==> src/rtcp_pkg.sv <==
package rtcp_pkg;

  localparam logic [63:0] GOLDEN64 = 64'h9e3779b97f4a7c15;
  localparam logic [63:0] GOLDEN32 = 64'h000000009e3779b9;
  localparam logic [63:0] MIX_MUL1 = 64'hbf58476d1ce4e5b9;
  localparam logic [63:0] MIX_MUL2 = 64'h94d049bb133111eb;

  localparam int unsigned SHIFT_FIN1 = 30;
  localparam int unsigned SHIFT_FIN2 = 27;
  localparam int unsigned SHIFT_FIN3 = 31;
  localparam int unsigned SHIFT_OZ   = 11;
  localparam int unsigned SHIFT_OY   = 22;
  localparam int unsigned SHIFT_CL   = 6;
  localparam int unsigned SHIFT_CR   = 2;

  localparam logic [8:0]  CHUNK_SIZE_DEFAULT    = 9'd16;
  localparam logic [12:0] COLUMN_HEIGHT_DEFAULT = 13'd128;
  localparam logic [16:0] COUNT_MAX             = 17'h1ffff;

  localparam int unsigned MUL_DIGIT = 16;
  localparam int unsigned MUL_STEPS = 64 / MUL_DIGIT;

  localparam logic [2:0] REG_HASH_SEED     = 3'd0;
  localparam logic [2:0] REG_CHUNK_SIZE    = 3'd1;
  localparam logic [2:0] REG_COLUMN_HEIGHT = 3'd2;
  localparam logic [2:0] REG_CENTER_X      = 3'd3;
  localparam logic [2:0] REG_CENTER_Z      = 3'd4;
  localparam logic [2:0] REG_ACTIVE_RADIUS = 3'd5;
  localparam logic [2:0] REG_TICK_BUDGET   = 3'd6;

  typedef struct packed {
    logic signed [23:0] chunk_x;
    logic signed [23:0] chunk_z;
    logic [63:0]        tick_number;
    logic               pass_start;
  } in_word_t;

  typedef struct packed {
    logic signed [31:0] cell_x;
    logic [11:0]        cell_y;
    logic signed [31:0] cell_z;
  } out_word_t;

  typedef struct packed {
    logic        start;
    logic [63:0] a;
    logic [63:0] b;
  } mul_req_t;

  typedef struct packed {
    logic        start;
    logic [63:0] dividend;
    logic [12:0] divisor;
  } mod_req_t;

endpackage

==> src/rtcp_mul.sv <==
module rtcp_mul (
  input  logic              clk,
  input  logic              rst,
  input  rtcp_pkg::mul_req_t req,
  output logic [63:0]       product,
  output logic              done
);
  import rtcp_pkg::*;

  logic [63:0] a_sh;
  logic [63:0] b_sh;
  logic [63:0] acc;
  logic [$clog2(MUL_STEPS)-1:0] cnt;
  logic        busy;
  logic [63+MUL_DIGIT:0] part;
  logic [63:0] acc_next;

  always_comb begin
    part     = a_sh * b_sh[MUL_DIGIT-1:0];
    acc_next = acc + part[63:0];
  end

  always_ff @(posedge clk) begin
    if (rst) begin
      busy <= 1'b0;
      done <= 1'b0;
      cnt  <= '0;
    end else begin
      done <= 1'b0;
      if (req.start) begin
        busy <= 1'b1;
        cnt  <= '0;
        a_sh <= req.a;
        b_sh <= req.b;
        acc  <= '0;
      end else if (busy) begin
        acc  <= acc_next;
        a_sh <= a_sh << MUL_DIGIT;
        b_sh <= b_sh >> MUL_DIGIT;
        cnt  <= cnt + 1'b1;
        if (cnt == $clog2(MUL_STEPS)'(MUL_STEPS - 1)) begin
          busy <= 1'b0;
          done <= 1'b1;
        end
      end
    end
  end

  assign product = acc;

endmodule

==> src/rtcp_mod.sv <==
module rtcp_mod (
  input  logic              clk,
  input  logic              rst,
  input  rtcp_pkg::mod_req_t req,
  output logic [11:0]       remainder,
  output logic              done
);
  import rtcp_pkg::*;

  logic [63:0] num;
  logic [12:0] divisor;
  logic [12:0] rem;
  logic [5:0]  cnt;
  logic        busy;
  logic [13:0] trial;
  logic [13:0] diff;
  logic [12:0] rem_next;

  always_comb begin
    trial = {rem, num[63]};
    diff  = trial - {1'b0, divisor};
    rem_next = (trial >= {1'b0, divisor}) ? diff[12:0] : trial[12:0];
  end

  always_ff @(posedge clk) begin
    if (rst) begin
      busy <= 1'b0;
      done <= 1'b0;
      cnt  <= '0;
    end else begin
      done <= 1'b0;
      if (req.start) begin
        busy    <= 1'b1;
        cnt     <= '0;
        num     <= req.dividend;
        divisor <= req.divisor;
        rem     <= '0;
      end else if (busy) begin
        rem <= rem_next;
        num <= num << 1;
        cnt <= cnt + 1'b1;
        if (cnt == 6'd63) begin
          busy <= 1'b0;
          done <= 1'b1;
        end
      end
    end
  end

  assign remainder = rem[11:0];

endmodule

==> src/random_tick_cell_picker.sv <==
// A chunk word is carried through to its result before the next word is taken:
// in_ready is high only in S_IDLE, and S_OUT waits while the output is held.
// The work is three 64-step remainders, four 4-step multiplies and hash rounds;
// a skipped chunk returns to S_IDLE straight from the region check.
// Synchronous active-high reset: registers take their default values,
// the dispatch count clears and both channels go idle.
module random_tick_cell_picker (
  input  logic                 clk,
  input  logic                 rst,
  input  logic                 in_valid,
  output logic                 in_ready,
  input  rtcp_pkg::in_word_t   in_data,
  output logic                 out_valid,
  input  logic                 out_ready,
  output rtcp_pkg::out_word_t  out_data,
  input  logic                 cfg_valid,
  output logic                 cfg_ready,
  input  logic [2:0]           cfg_index,
  input  logic [63:0]          cfg_data
);
  import rtcp_pkg::*;

  typedef enum logic [4:0] {
    S_IDLE, S_CHECK, S_COMB_A, S_COMB_B, S_FIN_ADD,
    S_M1, S_M1W, S_M2, S_M2W,
    S_DX, S_DXW, S_DZ, S_DZW, S_DY, S_DYW,
    S_MX, S_MXW, S_MZ, S_MZW, S_OUT
  } state_t;

  state_t state;

  logic [63:0]        hash_seed;
  logic [8:0]         chunk_size;
  logic [12:0]        column_height;
  logic signed [23:0] center_chunk_x;
  logic signed [23:0] center_chunk_z;
  logic signed [23:0] active_radius;
  logic signed [16:0] tick_budget;
  logic [16:0]        dispatched;

  logic signed [23:0] cx;
  logic signed [23:0] cz;
  logic [63:0]        tick;
  logic [63:0]        h;
  logic [63:0]        t;
  logic [1:0]         round;
  logic [11:0]        ox;
  logic [11:0]        oz;
  logic [11:0]        oy;
  logic [31:0]        bx;
  logic [31:0]        bz;

  mul_req_t    mul_req;
  mod_req_t    mod_req;
  logic [63:0] mul_product;
  logic        mul_done;
  logic [11:0] mod_rem;
  logic        mod_done;

  logic [8:0]  cs_eff;
  logic [12:0] ch_eff;
  logic [24:0] dx;
  logic [24:0] dz;
  logic [24:0] dmax;
  logic        active;
  logic        budget_hit;
  logic [63:0] comb_v;

  assign cs_eff = (chunk_size == '0) ? CHUNK_SIZE_DEFAULT : chunk_size;
  assign ch_eff = (column_height == '0) ? COLUMN_HEIGHT_DEFAULT : column_height;

  always_comb begin
    logic signed [24:0] ddx;
    logic signed [24:0] ddz;
    ddx  = 25'(cx) - 25'(center_chunk_x);
    ddz  = 25'(cz) - 25'(center_chunk_z);
    dx   = ddx[24] ? 25'(-ddx) : 25'(ddx);
    dz   = ddz[24] ? 25'(-ddz) : 25'(ddz);
    dmax = (dx > dz) ? dx : dz;
    if (center_chunk_x == -24'sd1) begin
      active = 1'b1;
    end else if (active_radius[23]) begin
      active = (dmax == '0);
    end else begin
      active = (dmax <= {1'b0, active_radius});
    end
    budget_hit = !tick_budget[16] && (dispatched >= {1'b0, tick_budget[15:0]});
  end

  always_comb begin
    case (round)
      2'd0:    comb_v = {32'b0, {8{cx[23]}}, cx};
      2'd1:    comb_v = {32'b0, {8{cz[23]}}, cz};
      default: comb_v = tick;
    endcase
  end

  always_comb begin
    mul_req = '0;
    mod_req = '0;
    case (state)
      S_M1: begin
        mul_req.start = 1'b1;
        mul_req.a     = h ^ (h >> SHIFT_FIN1);
        mul_req.b     = MIX_MUL1;
      end
      S_M2: begin
        mul_req.start = 1'b1;
        mul_req.a     = h ^ (h >> SHIFT_FIN2);
        mul_req.b     = MIX_MUL2;
      end
      S_MX: begin
        mul_req.start = 1'b1;
        mul_req.a     = {{40{cx[23]}}, cx};
        mul_req.b     = {55'b0, cs_eff};
      end
      S_MZ: begin
        mul_req.start = 1'b1;
        mul_req.a     = {{40{cz[23]}}, cz};
        mul_req.b     = {55'b0, cs_eff};
      end
      S_DX: begin
        mod_req.start    = 1'b1;
        mod_req.dividend = h;
        mod_req.divisor  = {4'b0, cs_eff};
      end
      S_DZ: begin
        mod_req.start    = 1'b1;
        mod_req.dividend = h >> SHIFT_OZ;
        mod_req.divisor  = {4'b0, cs_eff};
      end
      S_DY: begin
        mod_req.start    = 1'b1;
        mod_req.dividend = h >> SHIFT_OY;
        mod_req.divisor  = ch_eff;
      end
      default: begin
      end
    endcase
  end

  rtcp_mul u_mul (
    .clk     (clk),
    .rst     (rst),
    .req     (mul_req),
    .product (mul_product),
    .done    (mul_done)
  );

  rtcp_mod u_mod (
    .clk       (clk),
    .rst       (rst),
    .req       (mod_req),
    .remainder (mod_rem),
    .done      (mod_done)
  );

  assign in_ready  = (state == S_IDLE);
  assign cfg_ready = 1'b1;

  always_ff @(posedge clk) begin
    if (rst) begin
      state          <= S_IDLE;
      out_valid      <= 1'b0;
      dispatched     <= '0;
      round          <= '0;
      hash_seed      <= '0;
      chunk_size     <= CHUNK_SIZE_DEFAULT;
      column_height  <= COLUMN_HEIGHT_DEFAULT;
      center_chunk_x <= -24'sd1;
      center_chunk_z <= '0;
      active_radius  <= '0;
      tick_budget    <= -17'sd1;
    end else begin
      if (cfg_valid) begin
        case (cfg_index)
          REG_HASH_SEED:     hash_seed      <= cfg_data;
          REG_CHUNK_SIZE:    chunk_size     <= cfg_data[8:0];
          REG_COLUMN_HEIGHT: column_height  <= cfg_data[12:0];
          REG_CENTER_X:      center_chunk_x <= cfg_data[23:0];
          REG_CENTER_Z:      center_chunk_z <= cfg_data[23:0];
          REG_ACTIVE_RADIUS: active_radius  <= cfg_data[23:0];
          REG_TICK_BUDGET:   tick_budget    <= cfg_data[16:0];
          default: begin
          end
        endcase
      end
      if (out_valid && out_ready && state != S_OUT) begin
        out_valid <= 1'b0;
      end
      case (state)
        S_IDLE: begin
          if (in_valid) begin
            cx    <= in_data.chunk_x;
            cz    <= in_data.chunk_z;
            tick  <= in_data.tick_number;
            h     <= hash_seed ^ GOLDEN64;
            round <= '0;
            if (in_data.pass_start) begin
              dispatched <= '0;
            end
            state <= S_CHECK;
          end
        end
        S_CHECK: begin
          state <= (active && !budget_hit) ? S_COMB_A : S_IDLE;
        end
        S_COMB_A: begin
          t     <= (h << SHIFT_CL) + (h >> SHIFT_CR);
          state <= S_COMB_B;
        end
        S_COMB_B: begin
          h <= h ^ (t + comb_v + GOLDEN32);
          if (round == 2'd2) begin
            state <= S_FIN_ADD;
          end else begin
            round <= round + 1'b1;
            state <= S_COMB_A;
          end
        end
        S_FIN_ADD: begin
          h     <= h + GOLDEN64;
          state <= S_M1;
        end
        S_M1: state <= S_M1W;
        S_M1W: begin
          if (mul_done) begin
            h     <= mul_product;
            state <= S_M2;
          end
        end
        S_M2: state <= S_M2W;
        S_M2W: begin
          if (mul_done) begin
            h     <= mul_product ^ (mul_product >> SHIFT_FIN3);
            state <= S_DX;
          end
        end
        S_DX: state <= S_DXW;
        S_DXW: begin
          if (mod_done) begin
            ox    <= mod_rem;
            state <= S_DZ;
          end
        end
        S_DZ: state <= S_DZW;
        S_DZW: begin
          if (mod_done) begin
            oz    <= mod_rem;
            state <= S_DY;
          end
        end
        S_DY: state <= S_DYW;
        S_DYW: begin
          if (mod_done) begin
            oy    <= mod_rem;
            state <= S_MX;
          end
        end
        S_MX: state <= S_MXW;
        S_MXW: begin
          if (mul_done) begin
            bx    <= mul_product[31:0] + {20'b0, ox};
            state <= S_MZ;
          end
        end
        S_MZ: state <= S_MZW;
        S_MZW: begin
          if (mul_done) begin
            bz    <= mul_product[31:0] + {20'b0, oz};
            state <= S_OUT;
          end
        end
        S_OUT: begin
          if (!out_valid || out_ready) begin
            out_data.cell_x <= bx;
            out_data.cell_y <= oy;
            out_data.cell_z <= bz;
            out_valid       <= 1'b1;
            if (dispatched != COUNT_MAX) begin
              dispatched <= dispatched + 1'b1;
            end
            state <= S_IDLE;
          end
        end
        default: state <= S_IDLE;
      endcase
    end
  end

  // multiplies end in wait states; S_OUT loads a result once the old word is gone
  a_mul_done_in_wait: assert property (@(posedge clk) disable iff (rst)
    mul_done |-> (state == S_M1W || state == S_M2W || state == S_MXW || state == S_MZW))
    else $error("multiply finished outside a wait state");

  a_mod_done_in_wait: assert property (@(posedge clk) disable iff (rst)
    mod_done |-> (state == S_DXW || state == S_DZW || state == S_DYW))
    else $error("remainder finished outside a wait state");

  a_accept_to_check: assert property (@(posedge clk) disable iff (rst)
    (in_valid && in_ready) |=> (state == S_CHECK))
    else $error("accepted word did not reach the region check");

  a_out_blocked_holds: assert property (@(posedge clk) disable iff (rst)
    (state == S_OUT && out_valid && !out_ready) |=> (state == S_OUT && out_valid))
    else $error("result register overwritten while occupied");

  a_count_step: assert property (@(posedge clk) disable iff (rst)
    (state == S_OUT && (!out_valid || out_ready) && dispatched != COUNT_MAX)
      |=> (dispatched == $past(dispatched) + 17'd1))
    else $error("dispatch count did not advance on a result");

endmodule
==> config.mk <==
export PLATFORM = sky130hd
export DESIGN_NAME = random_tick_cell_picker
export DESIGN_NICKNAME = d
export VERILOG_FILES = /design/src/rtcp_pkg.sv /design/src/rtcp_mul.sv /design/src/rtcp_mod.sv /design/src/random_tick_cell_picker.sv
export SDC_FILE = /design/constraint.sdc
export NUM_CORES = 2
export LEC_CHECK = 0
export BUFFER_PORTS_ARGS = -buffer_cell sky130_fd_sc_hd__buf_2
export CAP_MARGIN = 25
export CORE_ASPECT_RATIO = 0.75
export CORE_MARGIN = 3
export CORE_UTILIZATION = 60
export CTS_BUF_LIST = sky130_fd_sc_hd__clkbuf_16
export CTS_CLUSTER_DIAMETER = 100
export DETAILED_ROUTE_END_ITERATION = 7
export PLACE_DENSITY = 0.77
export SETUP_SLACK_MARGIN = 0.2
export SLEW_MARGIN = 20
export SYNTH_ARGS = -nofsm -noshare
export SYNTH_HDL_FRONTEND = slang
export SYNTH_SLANG_ARGS = --single-unit
export TNS_END_PERCENT = 20
==> constraint.sdc <==
create_clock -name clk -period 12.4 [get_ports clk]
set_input_delay 0 -clock clk [delete_from_list [all_inputs] [get_ports clk]]
set_output_delay 0 -clock clk [all_outputs]
set_load 0.01 [all_outputs]
==> run summary <==
Lkg Pwr: 38.0 nW
number of I/O port buffers: 262
worst slack, placed: 3.38 ns
final setup vio count: 0
Detailed Routing Iterations Pass 1: 8
Sink Count: 885
grt total ovfl: 0
skew final: 0.0735 ns
Starting Density: 0.607
Min Hold Slack: 0.0418 ns
Slew Limit Fails: 0
CP Max Fanout: 28
initial drt markers: 9430
most frequent cells in the layout: nand2_1 (1502), inv_1 (1129), fa_1 (821)
Cell Area, Placed: 82800 um2
H-tree levels: 3
via count: 68600
number of synthesized flops with an enable pin: 673
slowest stage delay, CP: 1.02 ns
required time worst endpoint: 12.99 ns
Tmin final: 9.53 ns
worst slew pin tran: 1.24 ns
global-route wire length before repair: 421000 um
die area: 138000 um2
Worst Hold Path EP: hash_seed[28]
setup slack after layout: 2.87 ns
initial antenna violation count: 16
Chip Width: 428 um
DRC viols: 28
Inst Count DP: 10300
drt total wl: 283000 um
vias per cell: 6.36
HPWL Detailed: 206000 um
cell mode on critical path: o21a_1
FF-to-FF setup slack: 2.87 ns
Layout Cells excl Fill: 10800
hold path depth: 4
Die Y: 322 um
Synthesis Warnings: 0
root buf cell: clkbuf_16
hold path start: cfg_data[28]
syn_nets: 10100
setup TNS: 0 ns
status: finished, violations left
CTS max path bufs: 3
final core occ: 0.676
wire length per cell: 26.3 um
Setup Buffers After CTS: 0
Distinct cells, synth: 86
Tcrit/Tclk final: 0.769
# Max-Cap Violations: 0
Core Region: 132000 um2
Worst Setup Start Kind: flip-flop
flops & latches, synth: 885
final net count: 10400
Gate Count Post-Synth: 8639
Worst-path clk slew: 0.07 ns
critical path type: flip-flop to flip-flop
Final Wtd Congestion: 1.03
Power Dens Cells: 87.9 nW/um2
gr usage total: 0.410
commonest non-fill, non-tap cell in the layout: nand2_1
Synth area leader: edfxtp_1
Post-Syn Area per Cell: 9.26 um2
Total Power: 7.83 mW
CTS tree: yes
Worst R2R End: state[1]
sequential fraction of the synthesis area: 0.306
num rows: 115
unrepaired setup endpoints after global routing: false
VDD IR max: 0.127 mV
Final ANT Viol Nets: 0
fin area: 89100 um2
top_reg_cell synth: edfxtp_1
crit path DAT: 10.12 ns
R2R depth: 36
ranking of synthesized cells by area: edfxtp_1 (25%), fa_1 (21%), nand2_1 (7.1%)
ys async rst share: 0
Rel. slew slack: 0.167
later-pin clock latency in the skew report: 0.76 ns
worst hold path class: input port to flip-flop
largest net degree at the start of global routing: 91
Critical Path End Type: flip-flop
area delta synth->final: 11.4%
vias in the first global route: 67200
Slowest cell on crit path: o32ai_1
Synth top area share: 0.253
total CTS buffers: 93
Post-Syn Area: 80000 um2
f_max: 105 MHz
final hold violation count: 0
FF-to-FF Start: cx[0]
IO Pins: 264
failing checks: DRC
share of layout cells above drive strength 1: 0.0687
[registers in the layout (all words and copies together) (netlist names), 32 cells and up]
name and cells:
bz 32, out_data 76, u_mul.a_sh 64, h 64
u_mod.num 64, hash_seed 64, u_mul.product 64, t 64
tick 64, u_mul.b_sh 39, bx 32
[kinds of logic (layout without fill, tap and decap cells)]
kind of cell               Yosys count  after routing  synth area share
adders and majority gates         1262           1262             0.274
and+or+nand+nor                   2745           2745             0.154
DFF                                885            885             0.306
xor gates and xnor gates           486            486            0.0532
muxes                               40             40           0.00507
AOI/OAI and AO/OA                 1618           1618             0.132
buffers and inverters             1602           1987            0.0754
other                                1             15         0.0000469
[synth_stat cells (54+ instances only)]
cell type and count:
edfxtp_1 673, nand4_1 66, ha_1 441, a21oi_1 535, inv_1 1101, nor3_1 91
nor2b_1 62, a31oi_1 67, nand2b_1 54, a22oi_1 69, clkbuf_1 481, xor2_1 184
xnor2_1 302, o21ai_0 257, and2_1 251, a21o_1 170, nand3_1 129, dfxtp_1 212
nand2_1 1505, fa_1 821, nor2_1 375
[routing by layer]
| layer | global-route usage | vias up | wire (um) |
|---|---|---|---|
| li1 | - | 29400 | - |
| met1 | 0.560 | 33400 | 109000 |
| met2 | 0.579 | 4870 | 116000 |
| met3 | 0.154 | 984 | 42800 |
| met4 | 0.189 | 22 | 16000 |
| met5 | 0.00476 | - | 199 |
[critical path, delay by kind of cell, from the launching register on]
kind,cells,cell delay [ns]
compound gates,17,5.03
xor+xnor,1,0.18
fa+ha+maj,4,1.19
buf+inv,3,0.54
flops,1,0.38
mux,1,0.28
simple gates,10,1.74
[repair_timing]
action                                 4_1_cts  5_1_grt
endpoints found under the hold margin      328        0
hold buffers                               308        0
resized for setup                            0        0
[report_power, final]
part | switching, mW | total [mW] | internal, mW
clock network | 1.34 | 2.93 | 1.60
logic | 0.952 | 1.56 | 0.613
registers | 0.0860 | 3.34 | 3.25
total | 2.37 | 7.83 | 5.46
[layout make-up]
| type | instances | area, um2 |
|---|---|---|
| Multi-Input combinational cell | 6152 | 49700 |
| Timing Repair Buffer | 711 | 5500 |
| Sequential cell | 885 | 24500 |
| Clock inverter | 79 | 729 |
| Fill cell | 10300 | 42700 |
| Antenna cell | 14 | 35.0 |
| Tap cell | 1755 | 2200 |
| Clock buffer | 96 | 2400 |
| Inverter | 1101 | 4130 |
[worst max-delay path by stage]
stage | startpoint | end | slack, ns | cells after the start
floorplan | state[0] | u_mul.a_sh[0] | 2.80 | 10
global route | cx[0] | state[1] | 2.47 | 36
CTS | cx[0] | state[1] | 3.28 | 36
finish | cx[0] | state[1] | 2.87 | 36
global placement | cx[10] | state[1] | 3.60 | 34
detailed placement | cx[0] | state[1] | 3.38 | 36
Note: power is estimated with default switching activity, not from simulation.
